--- src/rtl/sflp_pkg.sv ---
// shared types and constants of the sync/length/xor frame parser
package sflp_pkg;

  localparam int SYNC_MAX_BYTES = 4;
  localparam int SYNC_CAP_INT   = (SYNC_MAX_BYTES > 4) ? 4 : SYNC_MAX_BYTES;
  localparam logic [2:0] SYNC_CAP = 3'(SYNC_CAP_INT);

  localparam int CFG_INDEX_W = 4;
  localparam int CFG_DATA_W  = 32;

  localparam logic [CFG_INDEX_W-1:0] REG_SYNC_PATTERN = CFG_INDEX_W'(0);
  localparam logic [CFG_INDEX_W-1:0] REG_SYNC_LENGTH  = CFG_INDEX_W'(1);

  typedef enum logic [2:0] {
    PH_SYNC = 3'd0,
    PH_HLEN = 3'd1,
    PH_PLEN = 3'd2,
    PH_HDR  = 3'd3,
    PH_PAY  = 3'd4,
    PH_CHK  = 3'd5
  } phase_t;

  typedef enum logic [1:0] {
    KIND_HEADER  = 2'd0,
    KIND_PAYLOAD = 2'd1,
    KIND_GOOD    = 2'd2,
    KIND_BAD     = 2'd3
  } kind_t;

endpackage

--- src/rtl/sflp_ifs.sv ---
// valid/ready channel interfaces for received bytes, results and configuration
interface sflp_rx_if;
  logic       valid;
  logic       ready;
  logic [7:0] rx_byte;
  modport source (output valid, output rx_byte, input ready);
  modport sink (input valid, input rx_byte, output ready);
endinterface

interface sflp_res_if;
  logic        valid;
  logic        ready;
  logic [1:0]  result_kind;
  logic [7:0]  result_byte;
  logic [7:0]  frame_header_len;
  logic [31:0] frame_payload_len;
  logic [7:0]  calc_checksum;
  modport source (output valid, output result_kind, output result_byte,
                  output frame_header_len, output frame_payload_len,
                  output calc_checksum, input ready);
  modport sink (input valid, input result_kind, input result_byte,
                input frame_header_len, input frame_payload_len,
                input calc_checksum, output ready);
endinterface

interface sflp_cfg_if;
  import sflp_pkg::*;
  logic                   valid;
  logic                   ready;
  logic [CFG_INDEX_W-1:0] index;
  logic [CFG_DATA_W-1:0]  data;
  modport source (output valid, output index, output data, input ready);
  modport sink (input valid, input index, input data, output ready);
endinterface

--- src/rtl/sync_length_xor_frame_parser.sv ---
// sync hunt, length decode and xor check deframer, top level
//
//  channel | dir | payload                                        | beat when
//  cfg     | in  | index, data                                    | valid && ready
//  rx      | in  | rx_byte                                        | valid && ready
//  res     | out | result_kind, result_byte, frame_header_len,    | valid && ready
//          |     | frame_payload_len, calc_checksum               |
//
//  one byte per cycle sustained while res takes results; a byte is held in the input
//  register and its result then passes to the result register
//  the input register is a one-beat skid: rx takes one more byte while a result waits
//  bytes that give no result (sync, lengths) pass even while res is stalled
//  rst is synchronous: hunt restarts, sync_length returns to 2, sync_pattern to 0
//  cfg is always ready and its writes take effect at once
module sync_length_xor_frame_parser (
  input  logic        clk,
  input  logic        rst,
  sflp_cfg_if.sink    cfg,
  sflp_rx_if.sink     rx,
  sflp_res_if.source  res
);
  import sflp_pkg::*;

  logic [31:0] sync_pattern;
  logic [2:0]  sync_length;

  logic        in_valid;
  logic [7:0]  in_byte;

  phase_t      phase, phase_next;
  logic [1:0]  sync_index, sync_index_next;
  logic [31:0] field_count, field_count_next;
  logic [7:0]  header_len, header_len_next;
  logic [31:0] payload_len, payload_len_next;
  logic [7:0]  running_xor, running_xor_next;

  logic        out_valid;
  kind_t       out_kind;
  logic [7:0]  out_byte;
  logic [7:0]  out_hlen;
  logic [31:0] out_plen;
  logic [7:0]  out_chk;

  logic [2:0]  eff_len;
  logic [1:0]  idx;
  logic [2:0]  idx_inc;
  logic [1:0]  byte_sel;
  logic [7:0]  want;
  logic [7:0]  xor_b;
  logic [31:0] count_inc;
  logic [31:0] plen_shift;
  logic        emit;
  kind_t       emit_kind;
  logic [7:0]  emit_chk;
  logic        advance;

  // configuration registers
  assign cfg.ready = 1'b1;

  always_ff @(posedge clk) begin
    if (rst) begin
      sync_pattern <= '0;
      sync_length  <= 3'd2;
    end else if (cfg.valid) begin
      if (cfg.index == REG_SYNC_PATTERN) begin
        sync_pattern <= cfg.data;
      end else if (cfg.index == REG_SYNC_LENGTH) begin
        sync_length <= cfg.data[2:0];
      end
    end
  end

  always_comb begin
    if (sync_length == 3'd0) begin
      eff_len = 3'd1;
    end else if (sync_length > SYNC_CAP) begin
      eff_len = SYNC_CAP;
    end else begin
      eff_len = sync_length;
    end
  end

  // input register
  assign rx.ready = !in_valid || advance;

  always_ff @(posedge clk) begin
    if (rst) begin
      in_valid <= 1'b0;
    end else if (rx.valid && rx.ready) begin
      in_valid <= 1'b1;
    end else if (advance) begin
      in_valid <= 1'b0;
    end
  end

  always_ff @(posedge clk) begin
    if (rx.valid && rx.ready) begin
      in_byte <= rx.rx_byte;
    end
  end

  // per-byte decode
  always_comb begin
    idx        = ({1'b0, sync_index} >= eff_len) ? 2'd0 : sync_index;
    idx_inc    = {1'b0, idx} + 3'd1;
    byte_sel   = 2'(eff_len - 3'd1 - {1'b0, idx});
    want       = sync_pattern[{byte_sel, 3'b000} +: 8];
    xor_b      = running_xor ^ in_byte;
    count_inc  = field_count + 32'd1;
    plen_shift = {payload_len[23:0], in_byte};

    phase_next       = phase;
    sync_index_next  = sync_index;
    field_count_next = field_count;
    header_len_next  = header_len;
    payload_len_next = payload_len;
    running_xor_next = running_xor;
    emit             = 1'b0;
    emit_kind        = KIND_HEADER;
    emit_chk         = xor_b;

    case (phase)
      PH_SYNC: begin
        if (in_byte == want) begin
          running_xor_next = xor_b;
          if (idx_inc >= eff_len) begin
            sync_index_next  = 2'd0;
            field_count_next = '0;
            phase_next       = PH_HLEN;
          end else begin
            sync_index_next = idx_inc[1:0];
          end
        end else begin
          sync_index_next  = 2'd0;
          field_count_next = '0;
          running_xor_next = '0;
        end
      end
      PH_HLEN: begin
        running_xor_next = xor_b;
        header_len_next  = in_byte;
        payload_len_next = '0;
        field_count_next = '0;
        phase_next       = PH_PLEN;
      end
      PH_PLEN: begin
        running_xor_next = xor_b;
        payload_len_next = plen_shift;
        field_count_next = count_inc;
        if (count_inc >= 32'd4) begin
          field_count_next = '0;
          if (header_len != 8'd0) begin
            phase_next = PH_HDR;
          end else if (plen_shift != 32'd0) begin
            phase_next = PH_PAY;
          end else begin
            phase_next = PH_CHK;
          end
        end
      end
      PH_HDR: begin
        running_xor_next = xor_b;
        emit             = 1'b1;
        emit_kind        = KIND_HEADER;
        field_count_next = count_inc;
        if (count_inc >= {24'd0, header_len}) begin
          field_count_next = '0;
          phase_next       = (payload_len != 32'd0) ? PH_PAY : PH_CHK;
        end
      end
      PH_PAY: begin
        running_xor_next = xor_b;
        emit             = 1'b1;
        emit_kind        = KIND_PAYLOAD;
        field_count_next = count_inc;
        if (count_inc >= payload_len) begin
          field_count_next = '0;
          phase_next       = PH_CHK;
        end
      end
      PH_CHK: begin
        emit             = 1'b1;
        emit_kind        = (in_byte == running_xor) ? KIND_GOOD : KIND_BAD;
        emit_chk         = running_xor;
        phase_next       = PH_SYNC;
        sync_index_next  = 2'd0;
        field_count_next = '0;
        running_xor_next = '0;
      end
      default: begin
        phase_next       = PH_SYNC;
        sync_index_next  = 2'd0;
        field_count_next = '0;
        running_xor_next = '0;
      end
    endcase
  end

  assign advance = in_valid && (!emit || !out_valid || res.ready);

  // frame state
  always_ff @(posedge clk) begin
    if (rst) begin
      phase       <= PH_SYNC;
      sync_index  <= 2'd0;
      field_count <= '0;
      header_len  <= '0;
      payload_len <= '0;
      running_xor <= '0;
    end else if (advance) begin
      phase       <= phase_next;
      sync_index  <= sync_index_next;
      field_count <= field_count_next;
      header_len  <= header_len_next;
      payload_len <= payload_len_next;
      running_xor <= running_xor_next;
    end
  end

  // result register
  always_ff @(posedge clk) begin
    if (rst) begin
      out_valid <= 1'b0;
    end else if (advance && emit) begin
      out_valid <= 1'b1;
    end else if (res.ready) begin
      out_valid <= 1'b0;
    end
  end

  always_ff @(posedge clk) begin
    if (advance && emit) begin
      out_kind <= emit_kind;
      out_byte <= in_byte;
      out_hlen <= header_len;
      out_plen <= payload_len;
      out_chk  <= emit_chk;
    end
  end

  assign res.valid             = out_valid;
  assign res.result_kind       = out_kind;
  assign res.result_byte       = out_byte;
  assign res.frame_header_len  = out_hlen;
  assign res.frame_payload_len = out_plen;
  assign res.calc_checksum     = out_chk;

endmodule

--- src/flat_wrapper.sv ---
// flat-port wrapper written by rule: the top's interface ports become plain ports
module sync_length_xor_frame_parser_flat import sflp_pkg::*;
  (clk, rst, cfg_valid, cfg_index, cfg_data, cfg_ready, rx_valid, rx_rx_byte, rx_ready, res_valid, res_result_kind, res_result_byte, res_frame_header_len, res_frame_payload_len, res_calc_checksum, res_ready);
  sflp_cfg_if cfg_i ();
  sflp_rx_if rx_i ();
  sflp_res_if res_i ();
  input  logic clk;
  input  logic rst;
  input wire logic [$bits(cfg_i.valid)-1:0] cfg_valid;
  input wire logic [$bits(cfg_i.index)-1:0] cfg_index;
  input wire logic [$bits(cfg_i.data)-1:0] cfg_data;
  output wire logic [$bits(cfg_i.ready)-1:0] cfg_ready;
  input wire logic [$bits(rx_i.valid)-1:0] rx_valid;
  input wire logic [$bits(rx_i.rx_byte)-1:0] rx_rx_byte;
  output wire logic [$bits(rx_i.ready)-1:0] rx_ready;
  output wire logic [$bits(res_i.valid)-1:0] res_valid;
  output wire logic [$bits(res_i.result_kind)-1:0] res_result_kind;
  output wire logic [$bits(res_i.result_byte)-1:0] res_result_byte;
  output wire logic [$bits(res_i.frame_header_len)-1:0] res_frame_header_len;
  output wire logic [$bits(res_i.frame_payload_len)-1:0] res_frame_payload_len;
  output wire logic [$bits(res_i.calc_checksum)-1:0] res_calc_checksum;
  input wire logic [$bits(res_i.ready)-1:0] res_ready;
  assign cfg_i.valid = cfg_valid;
  assign cfg_i.index = cfg_index;
  assign cfg_i.data = cfg_data;
  assign cfg_ready = cfg_i.ready;
  assign rx_i.valid = rx_valid;
  assign rx_i.rx_byte = rx_rx_byte;
  assign rx_ready = rx_i.ready;
  assign res_valid = res_i.valid;
  assign res_result_kind = res_i.result_kind;
  assign res_result_byte = res_i.result_byte;
  assign res_frame_header_len = res_i.frame_header_len;
  assign res_frame_payload_len = res_i.frame_payload_len;
  assign res_calc_checksum = res_i.calc_checksum;
  assign res_i.ready = res_ready;
  sync_length_xor_frame_parser u_core (.clk(clk), .rst(rst), .cfg(cfg_i), .rx(rx_i), .res(res_i));
endmodule
--- config.mk ---
export PLATFORM = sky130hd
export DESIGN_NAME = sync_length_xor_frame_parser_flat
export DESIGN_NICKNAME = d
export VERILOG_FILES = /design/src/rtl/sflp_pkg.sv /design/src/rtl/sflp_ifs.sv /design/src/rtl/sync_length_xor_frame_parser.sv /design/src/flat_wrapper.sv
export SDC_FILE = /design/constraint.sdc
export NUM_CORES = 1
export LEC_CHECK = 0
export ABC_AREA = 1
export BUFFER_PORTS_ARGS = -buffer_cell sky130_fd_sc_hd__buf_2
export CAP_MARGIN = 25
export CORE_MARGIN = 4
export CORE_UTILIZATION = 59
export DETAILED_ROUTE_END_ITERATION = 8
export PLACE_DENSITY = 0.8
export SLEW_MARGIN = 20
export SYNTH_ARGS = -nofsm -noshare
export SYNTH_HDL_FRONTEND = slang
export SYNTH_SLANG_ARGS = --single-unit
--- constraint.sdc ---
create_clock -name clk -period 3.8 [get_ports clk]
set_input_delay 0.57 -clock clk [delete_from_list [all_inputs] [get_ports clk]]
set_output_delay 0.57 -clock clk [all_outputs]
set_load 0.01 [all_outputs]
==> flow_summary_export.csv <==
group,metric,value,unit
status,status,"finished clean",
power_and_ir_drop,power,4.03,mW
die,core_area,16600,sq um
sta,worst_pin_slew,1.00,ns
cts,clock_latency,0.44,ns
sta,hold_violations,0,
route,antenna_left,0,
setup_path,arrival,3.80,ns
synthesis,synthesis.area,10000,sq um
sta,finalSetupViolCount,0,
layout,stdcell_count,1555,
layout,layout_commonest_cell,"nand2_1",
synthesis,synth_top_area_cell,"dfxtp_1",
route,drc,0,
route,drt-vias-per-instance,5.53,
power_and_ir_drop,irDropWorstVdd,0.000317,V
die,fp.dieW,138,microns
placement,hpwl,17.3,mm
cts,path_clk_slew,0.07,ns
setup_path,path_max_fanout,32,
route,drt-initial-drc-count,838,
synthesis,synth-seq-cells,188,
synthesis,synth_simple_gate_area_frac,0.227,
synthesis,synthCells,1219,
layout,n_antenna_cell,0,
global_route,grt_use_met1,0.339,
cts,cts_buffer_depth,2,
synthesis,synth_compound_area_frac,0.134,
global_route,grt_pass1_vias,8045,
synthesis,synth.distinct_cells,49,
synthesis,synthMuxAreaShare,0.00112,
cts,cts_tree,"done",
setup_path,cp_data_required_time,4.09,ns
global_route,met2_usage,0.399,
synthesis,synth_flop_cell,"dfxtp_1",
synthesis,synth_xor_area_frac,0.0283,
die,rows,47,
synthesis,synth-edff-count,66,
global_route,antenna_found_initial,0,
global_route,overflow,0,
synthesis,synth_area_leaders,"dfxtp_1 24%, edfxtp_1 20%, nand2_1 8.3%, inv_1 8.0%, ha_1 6.0%",
layout,final_cell_mix,"222 x nand2_1, 212 x inv_1, 122 x dfxtp_1, 108 x buf_2, 88 x nor2_1",
hold_path,hp-class,"in2reg",
setup_path,end_kind,"register",
synthesis,avgSynthCellArea,8.22,sq um
cts,cts_buffers,17,
sta,period_minus_slack,3.51,ns
cts,clkSinkCount,188,
job,max_cap_viol_count,0,
placement,place_area,10800,sq um
sta,fmax,0.285,GHz
layout,design_area,11400,sq um
global_route,grt_use_total,0.248,
global_route,grt_max_degree,75,
layout,nets,1419,
layout,fillerInstances,1331,
power_and_ir_drop,p_per_area,353,nW/um^2
sta,maxSlewHeadroom,0.330,
route,wl,24.2,mm
placement,numPortBuffers,108,
route,vias,8604,
die,die_h,138,microns
placement,gp_congestion,0.969,
cts,h-tree-depth,4,
sta,finalSetupTns,0,ns
synthesis,syn-num-nets,1316,
global_route,met3_usage,0.0445,
synthesis,synth_top_family_by_area,"simple AND/OR/NAND/NOR gates",
power_and_ir_drop,leakagePower,4.73,nW
sta,skew,0.00996,ns
synthesis,synthAdderAreaFrac,0.0599,
die,start_util,0.602,
layout,drive_above_1_share,0.199,
synthesis,ys_seq_area_frac,0.441,
die,io_pins,110,
route,firstDrtPassIters,7,
setup_path,criticalPathCategory,"reg2reg",
sta,min_period_over_period,0.924,
setup_path,start_kind,"register",
cts,cts-root-buf,"clkbuf_16",
die,die_area,19100,sq um
sta,slew_violations,0,
synthesis,ys_warn_count,0,
synthesis,synthArstFlopShare,0,
placement,post-place-cells,1522,
global_route,busiest_layer,"met2",
synthesis,synth_top_area_frac,0.244,
route,routedWlPerCell,15.6,microns
global_route,grt_pass1_wl,39.6,mm
layout,syn_to_final_growth,13.9,%
==> final timing paths <==
path	depth (start not counted)	to	slack (ns)	start
setup / recovery	24	u_core.field_count[25]	0.29	u_core.sync_length[0]
hold reg to reg	0	u_core.res.frame_header_len[2]	0.43	u_core.header_len[2]
setup reg to reg	24	u_core.field_count[25]	0.29	u_core.sync_length[0]
hold / removal	1	u_core.in_byte[5]	0.30	rx_rx_byte[5]
==> Yosys cell counts (6+ instances only) <==
master      n
a21oi_1    70
a21oi_2    32
buf_2       6
clkbuf_1   25
dfxtp_1   122
edfxtp_1   66
ha_1       48
inv_1     213
inv_2       6
nand2_1   222
nand2_2     8
nand2_4     6
nand3_1    48
nand3_2    30
nand4_1    23
nor2_1     90
nor2_4      6
nor3_1     10
nor4_1      9
o21ai_0    73
o22ai_1    31
xnor2_1     8
xor2_1     17
==> through the flow <==
| stage | setup WS (ns) | hold WS, ns | utilization |
|---|---|---|---|
| 2_1_floorplan | 0.458 | 0.408 | - |
| 3_3_place_gp | 0.276 | 0.413 | 0.645 |
| 3_5_place_dp | 0.148 | 0.418 | 0.646 |
| 4_1_cts | 0.119 | 0.297 | 0.681 |
| 5_1_grt | -0.0493 | 0.285 | 0.686 |
| 6_report | 0.287 | 0.296 | 0.686 |
==> power by group <==
group	switching (mW)	internal [mW]
registers	0.0154	2.08
logic	0.105	0.0579
clock network	0.839	0.928
==> cells by family (layout without fill, tap and decap cells) <==
kind of cell               Yosys count  in the layout
muxes                                1              1
other                                1              1
adders and majority gates           48             48
and+or+nand+nor                    466            466
xor gates and xnor gates            29             29
DFF                                188            188
buffers and inverters              260            376
AOI/OAI and AO/OA                  226            226
==> repair_timing <==
| action | CTS | global route |
|---|---|---|
| resized for setup | 0 | 13 |
| hold buffers | 0 | 0 |
| setup buffers | 0 | 0 |
| hold endpoints to repair | 0 | 0 |
| endpoints found under the setup margin | 0 | 43 |
==> worst max-delay path, stage by stage, from the launching register on <==
cell       delay (ns)
dfxtp_1          0.32
inv_1            0.05
a21oi_1          0.17
ha_1             0.26
o21ai_1          0.13
nand2_1          0.06
nand2_1          0.13
inv_1            0.08
nor2_2           0.13
inv_1            0.09
ha_1             0.31
buf_12           0.17
o21ai_0          0.22
nand3_1          0.13
nand2_1          0.09
nand2_1          0.05
nand2_1          0.08
nand2_1          0.07
nor2_2           0.15
nand3_1          0.13
nand2_2          0.13
nor2_4           0.06
clkbuf_16        0.21
nand3_2          0.09
a21oi_2          0.05
==> sequential cells by signal, summed over array words and instances, names as in the netlist, 32 cells and up <==
signal,cells
u_core.field_count,32
u_core.res.frame_payload_len,32
u_core.payload_len,32
u_core.sync_pattern,32
==> layer usage <==
metal  share of wire  routed length, microns  up-vias
met2            0.46                   11200      394
met4           0.027                     655        0
met3           0.083                    2010       66
li1                -                       -     4195
met5               0                       0        -
met1            0.43                   10300     3949
==> area by class of cell <==
| class | instances | area [sq um] | share of cell area |
|---|---|---|---|
| clock buffer | 17 | 425 | 0.0373 |
| clock inverter | 15 | 155 | 0.0136 |
| inverter | 219 | 822 | 0.0720 |
| multi-input combinational | 771 | 4540 | 0.398 |
| sequential | 188 | 4420 | 0.388 |
| tap | 220 | 275 | 0.0241 |
| timing repair buffer | 125 | 768 | 0.0673 |
Power figures use the tool's default switching activity.
